<file path="config.mk">
export PLATFORM = sky130hd
export DESIGN_NAME = control_surface_event_handler
export DESIGN_NICKNAME = d
export VERILOG_FILES = /design/src/hw/rtl/cseh_pkg.sv /design/src/hw/rtl/cseh_decode.sv /design/src/hw/rtl/control_surface_event_handler.sv
export SDC_FILE = /design/constraint.sdc
export NUM_CORES = 1
export LEC_CHECK = 0
export BUFFER_PORTS_ARGS = -buffer_cell sky130_fd_sc_hd__buf_4
export CAP_MARGIN = 15
export CORE_MARGIN = 2
export CORE_UTILIZATION = 45
export DETAILED_ROUTE_END_ITERATION = 7
export PLACE_DENSITY = 0.6
export SYNTH_ARGS = -nofsm -noshare
export SYNTH_HDL_FRONTEND = slang
export SYNTH_HIERARCHICAL = 1
export SYNTH_SLANG_ARGS = --single-unit
</file>
<file path="constraint.sdc">
create_clock -name clk -period 6.6 [get_ports clk]
set_input_delay 1.32 -clock clk [delete_from_list [all_inputs] [get_ports clk]]
set_output_delay 1.32 -clock clk [all_outputs]
set_load 0.05 [all_outputs]
</file>
<file path="src/hw/rtl/cseh_pkg.sv">
// types and constants shared by the control surface event handler
package cseh_pkg;

  // one input item
  typedef struct packed {
    logic       cmd;
    logic [7:0] status_byte;
    logic [6:0] data_one;
    logic [6:0] data_two;
  } in_item_t;

  // one result item
  typedef struct packed {
    logic [2:0]  event_kind;
    logic [2:0]  strip;
    logic [1:0]  button_group;
    logic [13:0] event_value;
    logic        send_midi;
    logic [7:0]  out_status;
    logic [6:0]  out_first;
    logic [6:0]  out_second;
    logic        last_of_run;
  } out_item_t;

  // decoded message operation
  typedef enum logic [2:0] {
    OP_NONE,
    OP_FADER,
    OP_TOUCH,
    OP_BUTTON,
    OP_ENCODER
  } msg_op_t;

  // decoder result handed to the sequencer
  typedef struct packed {
    msg_op_t    op;
    logic [2:0] strip;
    logic [1:0] group;
    logic       flag;
    logic       up;
  } dec_t;

  // result kinds
  localparam logic [2:0] KIND_FADER  = 3'd0;
  localparam logic [2:0] KIND_TOUCH  = 3'd1;
  localparam logic [2:0] KIND_BUTTON = 3'd2;
  localparam logic [2:0] KIND_RING   = 3'd3;
  localparam logic [2:0] KIND_ECHO   = 3'd4;

  // message type nibbles
  localparam logic [3:0] TYPE_NOTE_OFF = 4'h8;
  localparam logic [3:0] TYPE_NOTE_ON  = 4'h9;
  localparam logic [3:0] TYPE_CTRL     = 4'hB;
  localparam logic [3:0] TYPE_BEND     = 4'hE;

  // note and controller numbers
  localparam logic [6:0] TOUCH_BASE   = 7'd104;
  localparam logic [6:0] RING_CC_IN   = 7'd80;
  localparam logic [6:0] RING_CC_OUT  = 7'd48;
  localparam logic [6:0] ENC_CENTER   = 7'd64;
  localparam logic [6:0] LED_ON_VALUE = 7'd127;

  // outgoing status bytes
  localparam logic [7:0] STATUS_NOTE_ON = 8'h90;
  localparam logic [7:0] STATUS_CTRL    = 8'hB0;
  localparam logic [7:0] STATUS_BEND    = 8'hE0;

  // configuration register indexes
  localparam int unsigned CFG_IDX_W = 2;
  localparam logic [CFG_IDX_W-1:0] CFG_HOLD_TICKS = 2'd0;
  localparam logic [CFG_IDX_W-1:0] CFG_RING_MAX   = 2'd1;
  localparam logic [CFG_IDX_W-1:0] CFG_RING_MODE  = 2'd2;

endpackage

</file>
<file path="src/hw/rtl/cseh_decode.sv">
// message classifier: picks the operation, strip and button group of a midi request
module cseh_decode import cseh_pkg::*; #(
  parameter int STRIPS        = 8,
  parameter int BUTTON_GROUPS = 4
) (
  input  in_item_t item,
  output dec_t     dec
);

  logic [3:0] msg_type;
  logic [3:0] chan;
  logic [6:0] d1;
  logic [6:0] d2;
  logic       is_touch;
  logic       is_button;
  logic       is_ring;
  logic [1:0] btn_group;
  logic [2:0] btn_strip;

  assign msg_type = item.status_byte[7:4];
  assign chan     = item.status_byte[3:0];
  assign d1       = item.data_one;
  assign d2       = item.data_two;

  // note and controller ranges
  assign is_touch  = (msg_type == TYPE_NOTE_ON || msg_type == TYPE_NOTE_OFF) &&
                     d1 >= TOUCH_BASE && d1 < TOUCH_BASE + 7'(STRIPS);
  assign is_button = msg_type == TYPE_NOTE_ON && d2 != 7'd0 &&
                     d1 < 7'(BUTTON_GROUPS * STRIPS);
  assign is_ring   = msg_type == TYPE_CTRL &&
                     d1 >= RING_CC_IN && d1 < RING_CC_IN + 7'(STRIPS);

  // button note split into group and strip by constant thresholds
  always_comb begin
    btn_group = 2'd0;
    btn_strip = d1[2:0];
    for (int g = 0; g < BUTTON_GROUPS; g++) begin
      if (d1 >= 7'(g * STRIPS)) begin
        btn_group = 2'(g);
        btn_strip = 3'(d1 - 7'(g * STRIPS));
      end
    end
  end

  // priority follows the message handling order
  always_comb begin
    dec       = '0;
    dec.op    = OP_NONE;
    dec.flag  = msg_type == TYPE_NOTE_ON && d2 != 7'd0;
    dec.up    = d2 < ENC_CENTER;
    dec.group = 2'd0;
    if (item.cmd) begin
      dec.op = OP_NONE;
    end else if (msg_type == TYPE_BEND) begin
      if (chan < 4'(STRIPS)) begin
        dec.op    = OP_FADER;
        dec.strip = chan[2:0];
      end
    end else if (is_touch) begin
      dec.op    = OP_TOUCH;
      dec.strip = 3'(d1 - TOUCH_BASE);
    end else if (is_button) begin
      dec.op    = OP_BUTTON;
      dec.strip = btn_strip;
      dec.group = btn_group;
    end else if (is_ring) begin
      if (d2 != 7'd0 && d2 != ENC_CENTER) begin
        dec.op    = OP_ENCODER;
        dec.strip = 3'(d1 - RING_CC_IN);
      end
    end
  end

endmodule

</file>
<file path="src/hw/rtl/control_surface_event_handler.sv">
// top level of the control surface event handler: sequencer, state and result register
//
// Usage: item_valid/item_ready carries one request at a time, either a decoded
// three-byte midi message (cmd 0) or a time tick (cmd 1). result_valid/result_ready
// carries the result items; last_of_run marks the final result of a request.
// cfg_valid/cfg_ready writes hold_ticks (index 0), ring_max (1) and ring_mode (2);
// cfg_ready is always high, and writes belong to idle periods only.
// Sequencing: a message is registered at acceptance, handled in the next cycle
// and its single result, if it gives one, is presented in the cycle after. A
// tick walks the hold countdowns one strip per cycle, pausing at each echo until
// the receiver takes it, through one shared increment/decrement unit.
// item_ready is high only while the sequencer is idle.
// A stalled receiver holds the sequencer: the result register keeps its item and
// the strip scan resumes once it is taken.
// Reset clears the configuration to hold_ticks 2, ring_max 11, ring_mode 2, disarms
// all hold countdowns, turns all buttons off and zeroes the encoder counters.
module control_surface_event_handler import cseh_pkg::*; #(
  parameter int STRIPS        = 8,
  parameter int BUTTON_GROUPS = 4
) (
  input  logic                 clk,
  input  logic                 rst,
  input  logic                 item_valid,
  output logic                 item_ready,
  input  in_item_t             item,
  output logic                 result_valid,
  input  logic                 result_ready,
  output out_item_t            result,
  input  logic                 cfg_valid,
  output logic                 cfg_ready,
  input  logic [CFG_IDX_W-1:0] cfg_index,
  input  logic [7:0]           cfg_data
);

  localparam int IDX_W   = (STRIPS > 1) ? $clog2(STRIPS) : 1;
  localparam int NBTN    = BUTTON_GROUPS * STRIPS;
  localparam int BTN_W   = (NBTN > 1) ? $clog2(NBTN) : 1;
  localparam logic [IDX_W-1:0] LAST_IDX = IDX_W'(STRIPS - 1);

  typedef enum logic [2:0] {
    ST_IDLE,
    ST_MSG,
    ST_SCAN,
    ST_WAIT_MSG,
    ST_WAIT_SCAN
  } state_t;

  state_t     state;
  in_item_t   req;
  logic [IDX_W-1:0] idx;

  // configuration
  logic [7:0] hold_ticks;
  logic [3:0] ring_max;
  logic [2:0] ring_mode;

  // per-strip and per-button state
  logic [13:0] fader_level   [STRIPS];
  logic [7:0]  hold_count    [STRIPS];
  logic        hold_armed    [STRIPS];
  logic [3:0]  encoder_level [STRIPS];
  logic        button_toggle [NBTN];

  dec_t             dec;
  logic [IDX_W-1:0] dstrip;
  logic [BTN_W-1:0] bidx;
  logic             btn_on;

  // shared increment/decrement unit
  logic [7:0] unit_a;
  logic       unit_up;
  logic [7:0] unit_y;
  logic [3:0] enc_next;

  logic       fire;
  logic       later_fire;
  out_item_t  msg_out;
  out_item_t  echo_out;

  cseh_decode #(
    .STRIPS        (STRIPS),
    .BUTTON_GROUPS (BUTTON_GROUPS)
  ) u_decode (
    .item (req),
    .dec  (dec)
  );

  assign dstrip     = dec.strip[IDX_W-1:0];
  assign bidx       = req.data_one[BTN_W-1:0];
  assign btn_on     = !button_toggle[bidx];
  assign item_ready = state == ST_IDLE;
  assign cfg_ready  = 1'b1;

  // operand select and the unit itself
  assign unit_a  = (state == ST_SCAN) ? hold_count[idx] : {4'd0, encoder_level[dstrip]};
  assign unit_up = (state != ST_SCAN) && dec.up;
  assign unit_y  = unit_up ? unit_a + 8'd1 : ((unit_a == 8'd0) ? 8'd0 : unit_a - 8'd1);
  assign enc_next = (unit_y > {4'd0, ring_max}) ? ring_max : unit_y[3:0];

  // countdown expiry at the scanned strip and at any later strip
  assign fire = hold_armed[idx] && hold_count[idx] <= 8'd1;
  always_comb begin
    later_fire = 1'b0;
    for (int j = 0; j < STRIPS; j++) begin
      if (IDX_W'(j) > idx && hold_armed[j] && hold_count[j] <= 8'd1) begin
        later_fire = 1'b1;
      end
    end
  end

  // message result
  always_comb begin
    msg_out              = '0;
    msg_out.strip        = dec.strip;
    msg_out.last_of_run  = 1'b1;
    case (dec.op)
      OP_FADER: begin
        msg_out.event_kind  = KIND_FADER;
        msg_out.event_value = {req.data_two, req.data_one};
      end
      OP_TOUCH: begin
        msg_out.event_kind  = KIND_TOUCH;
        msg_out.event_value = {13'd0, dec.flag};
      end
      OP_BUTTON: begin
        msg_out.event_kind   = KIND_BUTTON;
        msg_out.button_group = dec.group;
        msg_out.event_value  = {13'd0, btn_on};
        msg_out.send_midi    = 1'b1;
        msg_out.out_status   = STATUS_NOTE_ON;
        msg_out.out_first    = req.data_one;
        msg_out.out_second   = btn_on ? LED_ON_VALUE : 7'd0;
      end
      OP_ENCODER: begin
        msg_out.event_kind  = KIND_RING;
        msg_out.event_value = {10'd0, enc_next};
        msg_out.send_midi   = 1'b1;
        msg_out.out_status  = STATUS_CTRL;
        msg_out.out_first   = RING_CC_OUT + 7'(dec.strip);
        msg_out.out_second  = {ring_mode, enc_next};
      end
      default: begin
        msg_out.last_of_run = 1'b1;
      end
    endcase
  end

  // hold echo result
  always_comb begin
    echo_out             = '0;
    echo_out.event_kind  = KIND_ECHO;
    echo_out.strip       = 3'(idx);
    echo_out.event_value = fader_level[idx];
    echo_out.send_midi   = 1'b1;
    echo_out.out_status  = STATUS_BEND | {5'd0, 3'(idx)};
    echo_out.out_first   = fader_level[idx][6:0];
    echo_out.out_second  = fader_level[idx][13:7];
    echo_out.last_of_run = !later_fire;
  end

  // sequencer, state arrays and result register
  always_ff @(posedge clk) begin
    if (rst) begin
      state        <= ST_IDLE;
      idx          <= '0;
      result_valid <= 1'b0;
      hold_ticks   <= 8'd2;
      ring_max     <= 4'd11;
      ring_mode    <= 3'd2;
      for (int s = 0; s < STRIPS; s++) begin
        fader_level[s]   <= 14'd0;
        hold_count[s]    <= 8'd0;
        hold_armed[s]    <= 1'b0;
        encoder_level[s] <= 4'd0;
      end
      for (int b = 0; b < NBTN; b++) begin
        button_toggle[b] <= 1'b0;
      end
    end else begin
      // configuration writes
      if (cfg_valid && cfg_ready) begin
        case (cfg_index)
          CFG_HOLD_TICKS: hold_ticks <= cfg_data;
          CFG_RING_MAX:   ring_max   <= cfg_data[3:0];
          CFG_RING_MODE:  ring_mode  <= cfg_data[2:0];
          default: ;
        endcase
      end

      case (state)
        ST_IDLE: begin
          idx <= '0;
          if (item_valid) begin
            req   <= item;
            state <= item.cmd ? ST_SCAN : ST_MSG;
          end
        end

        ST_MSG: begin
          case (dec.op)
            OP_FADER: begin
              fader_level[dstrip] <= {req.data_two, req.data_one};
              hold_count[dstrip]  <= hold_ticks;
              hold_armed[dstrip]  <= 1'b1;
            end
            OP_BUTTON: begin
              button_toggle[bidx] <= btn_on;
            end
            OP_ENCODER: begin
              encoder_level[dstrip] <= enc_next;
            end
            default: ;
          endcase
          result <= msg_out;
          if (dec.op == OP_NONE) begin
            state <= ST_IDLE;
          end else begin
            result_valid <= 1'b1;
            state        <= ST_WAIT_MSG;
          end
        end

        ST_SCAN: begin
          if (hold_armed[idx]) begin
            if (fire) begin
              hold_count[idx] <= 8'd0;
              hold_armed[idx] <= 1'b0;
            end else begin
              hold_count[idx] <= unit_y;
            end
          end
          result <= echo_out;
          if (fire) begin
            result_valid <= 1'b1;
            state        <= ST_WAIT_SCAN;
          end else if (idx == LAST_IDX) begin
            state <= ST_IDLE;
          end else begin
            idx <= idx + 1'b1;
          end
        end

        ST_WAIT_MSG: begin
          if (result_ready) begin
            result_valid <= 1'b0;
            state        <= ST_IDLE;
          end
        end

        ST_WAIT_SCAN: begin
          if (result_ready) begin
            result_valid <= 1'b0;
            if (idx == LAST_IDX) begin
              state <= ST_IDLE;
            end else begin
              idx   <= idx + 1'b1;
              state <= ST_SCAN;
            end
          end
        end

        default: begin
          state <= ST_IDLE;
        end
      endcase
    end
  end

`ifndef SYNTH
  // a request keeps the block busy in the following cycle
  a_busy_after_accept: assert property (@(posedge clk) disable iff (rst)
    item_valid && item_ready |=> !item_ready)
    else $error("request accepted while a previous one is in progress");

  // no request is taken while a result waits
  a_no_accept_while_pending: assert property (@(posedge clk) disable iff (rst)
    result_valid |-> !item_ready)
    else $error("input ready while a result is pending");

  // an echo only comes out of the countdown scan, for a strip that exists
  a_echo_from_scan: assert property (@(posedge clk) disable iff (rst)
    result_valid && result.event_kind == KIND_ECHO |->
      state == ST_WAIT_SCAN && {1'b0, result.strip} < 4'(STRIPS))
    else $error("hold echo outside the countdown scan");
`endif

endmodule

</file>
==> summary.md <==
| Metric | Value |
|---|---|
| Worst skew pair latency | `540 ps` |
| Hold_ws | `488 ps` |
| Fraction of layout cells with a size suffix above 1 | `0.188` |
| Starting density of the core | `0.457` |
| Most frequent cells in the layout | `edfxtp_1, nor2_1, buf_4` |
| Syn avg cell area | `12.6 um2` |
| Place WS | `222 ps` |
| Residual DRC count | `3` |
| Number of flops mapped to enable cells by yosys | `314` |
| Net Count, Synth | `1346` |
| Diode count | `0` |
| Bufs on Longest Clock Path | `3` |
| Post-DR wirelength/cell | `23.4 um` |
| Clk_skew | `15.9 ps` |
| CTS Sinks | `344` |
| First-pass GRT wire length | `66100 um` |
| DR vias/cell | `5.84` |
| Cell taking the most area after synthesis | `edfxtp_1` |
| Tot Pwr | `5.32 mW` |
| Placed insts | `1808` |
| CTS clk-pin slew, worst paths | `60 ps` |
| Initial antenna violation count | `1` |
| Post-Synthesis Cells | `1299` |
| Post-synth top area share | `0.578` |
| Total grt overflow | `0` |
| CTS tree | `built` |
| Synth warn | `6` |
| Post-synth cell types | `75` |
| HP Class | `register to register` |
| Non-filler cells, final | `1879` |
| Register area share after synthesis | `0.615` |
| Transition time of the tightest slew-check pin | `1230 ps` |
| Iteration count of the initial detailed-routing pass | `8` |
| Die Y | `194 um` |
| Net count, final | `1441` |
| DP Area | `17500 um2` |
| Setup ws final | `449 ps` |
| VDD IR-drop max | `0.177 mV` |
| Vias | `10970` |
| Most common cell after layout, fill and taps aside | `edfxtp_1` |
| Fin crit period | `6150 ps` |
| Rows | `69` |
| DPL Wire Length | `29800 um` |
| Hold buffers post-CTS | `0` |
| Pwr dens | `282 nW/um2` |
| CP startpoint kind | `register` |
| Post-Syn Area | `16300 um2` |
| Synth-to-Final Area Change | `15.8%` |
| Post-route clock period utilization | `0.932` |
| Gr usage total | `0.233` |
| Fin area | `18900 um2` |
| Ys flop type | `edfxtp_1` |
| Final WL | `44000 um` |
| Static leakage | `6.94 nW` |
| Vias in the first global route | `10693` |
| Max-slew violation count | `0` |
| Status | `complete, but fails checks` |
| Final Hold Fails | `0` |
| H-tree levels | `2` |
| I/O Buffers | `84` |
| Synth async-reset ratio | `0` |
| CTS root buf | `clkbuf_16` |
| Gp weighted congestion | `0.858` |
| Critical path class | `register to register` |
| MaxCap Viol Count | `0` |
| Die width | `194 um` |
| Worst-path fanout max | `10` |
| Finish-stage setup viols | `0` |
| Final antenna-violating net count | `0` |
| Req. time, crit path | `6870 ps` |
| Fmax | `0.163 GHz` |
| Setup crit end kind | `register` |
| Failing checks | `design-rule violations` |
| Data arrival, critical path | `6420 ps` |
| I/O pins | `87` |
| FF+latch count, synth | `344` |
| Main area contributors after synthesis | `edfxtp_1, mux4_2, and2_1` |
| Cts bufs inserted | `39` |
| Core box area | `35700 um2` |
| Area of the die | `37800 um2` |
| Fillers | `3035` |
| Largest net degree at the start of global routing | `62` |
| Slew margin rel. | `0.174` |
| 1st-iter DRT viols | `1177` |
==> flip-flops by register name, summed over array words and instances, names as in the netlist, named ones only <==
signal / flops
fader_level: 112
hold_count: 64
result: 43
button_toggle: 32
encoder_level: 32
req: 18
hold_armed: 8
hold_ticks: 8
bidx: 5
ring_max: 4
idx: 3
ring_mode: 3
state: 3
result_valid: 1
==> through the flow <==
stage / setup TNS (ps) / util
after CTS: 0 / 0.526
after detailed placement: 0 / 0.492
after global placement: 0 / 0.492
after global routing: -34.0 / 0.530
final: 0 / 0.530
after floorplan: 0 / -
==> power by group <==
group	internal, mW	switching, mW	leakage [nW]
combinational	0.246	0.446	2.93
clock	1.22	0.859	0.580
sequential	2.48	0.0680	3.42
==> logic make-up (layout without fill, tap and decap cells) <==
kind of cell,Yosys count,after routing,share of synthesized area
flip-flops,344,344,0.615
adder cells (fa/ha/maj),9,9,0.00691
XOR/XNOR,4,4,0.00215
other,2,2,0.000461
buffers and inverters,96,215,0.0247
multiplexers,122,122,0.110
AND/OR/NAND/NOR,542,542,0.166
AO/OA/AOI/OAI,180,180,0.0753
==> metal layers <==
metal | track usage | part of all wire
met1 | 0.342 | 0.45
met3 | 0.0413 | 0.071
met2 | 0.367 | 0.46
met4 | 0.0484 | 0.016
met5 | 0 | 0
==> worst max-delay path, stage by stage, from the launching register on <==
cell and delay, ps:
edfxtp_1 470, nor2_1 140, nand3_1 130, nor4b_4 310
nor3_4 100, o41ai_4 610, buf_4 210, mux2_2 320
a221oi_1 350, a22oi_1 190, inv_1 90, ha_1 170
o21ai_0 170, o41ai_2 310, o21ai_1 200, ha_1 320
nor2b_1 130, o21ai_0 160, nand2b_1 70, a21oi_1 160
o21bai_1 90, a211o_1 250, a311oi_4 350, mux2i_1 230
buf_4 200, o221ai_1 120
==> worst paths after layout <==
kind | startpoint | endpoint | slack (ps) | cells past startpoint
min | result_valid$_SDFFE_PP0P_ | result_valid$_SDFFE_PP0P_ | 490 | 2
max reg2reg | bidx[3]$_DFFE_PP_ | result[3]$_DFFE_PP_ | 450 | 25
min reg2reg | result_valid$_SDFFE_PP0P_ | result_valid$_SDFFE_PP0P_ | 490 | 2
max | bidx[3]$_DFFE_PP_ | result[3]$_DFFE_PP_ | 450 | 25
==> timing repair <==
| item | 4_1_cts | 5_1_grt |
|---|---|---|
| buffers inserted | 0 | 4 |
| endpoints found under the setup margin | 0 | 40 |
| gates resized for setup | 0 | 8 |
==> cell usage after synthesis (3+ instances only) <==
cell type / number
nor3_1: 20
nand3b_1: 11
buf_4: 7
o22ai_1: 3
and2_1: 117
buf_1: 8
mux4_2: 45
nand2b_1: 11
a211o_1: 5
edfxtp_1: 314
inv_1: 18
and3_1: 6
or2_2: 4
nor2_1: 195
a22o_1: 4
buf_2: 6
clkbuf_1: 53
o41ai_1: 14
nand2_1: 103
o21ai_0: 46
ha_1: 9
a221o_1: 4
or3_1: 3
mux2_2: 4
o21a_1: 5
nand3_1: 21
nor2b_1: 8
xnor2_1: 3
a21oi_1: 28
nor4b_1: 8
nor4_1: 11
mux2i_1: 73
or3b_2: 3
a22oi_1: 16
dfxtp_1: 30
a21o_1: 19
o221ai_1: 4
a31oi_1: 7
o21ai_1: 6
==> area by class of cell <==
type	instances	area, um2	area share
clock inverter	17	139	0.00736
sequential	344	10000	0.531
timing repair buffer	130	1000	0.0529
tap	461	577	0.0306
clock buffer	48	1070	0.0568
inverter	20	75.1	0.00398
multi-input combinational	859	5980	0.317
(Power assumes the default switching activity.)
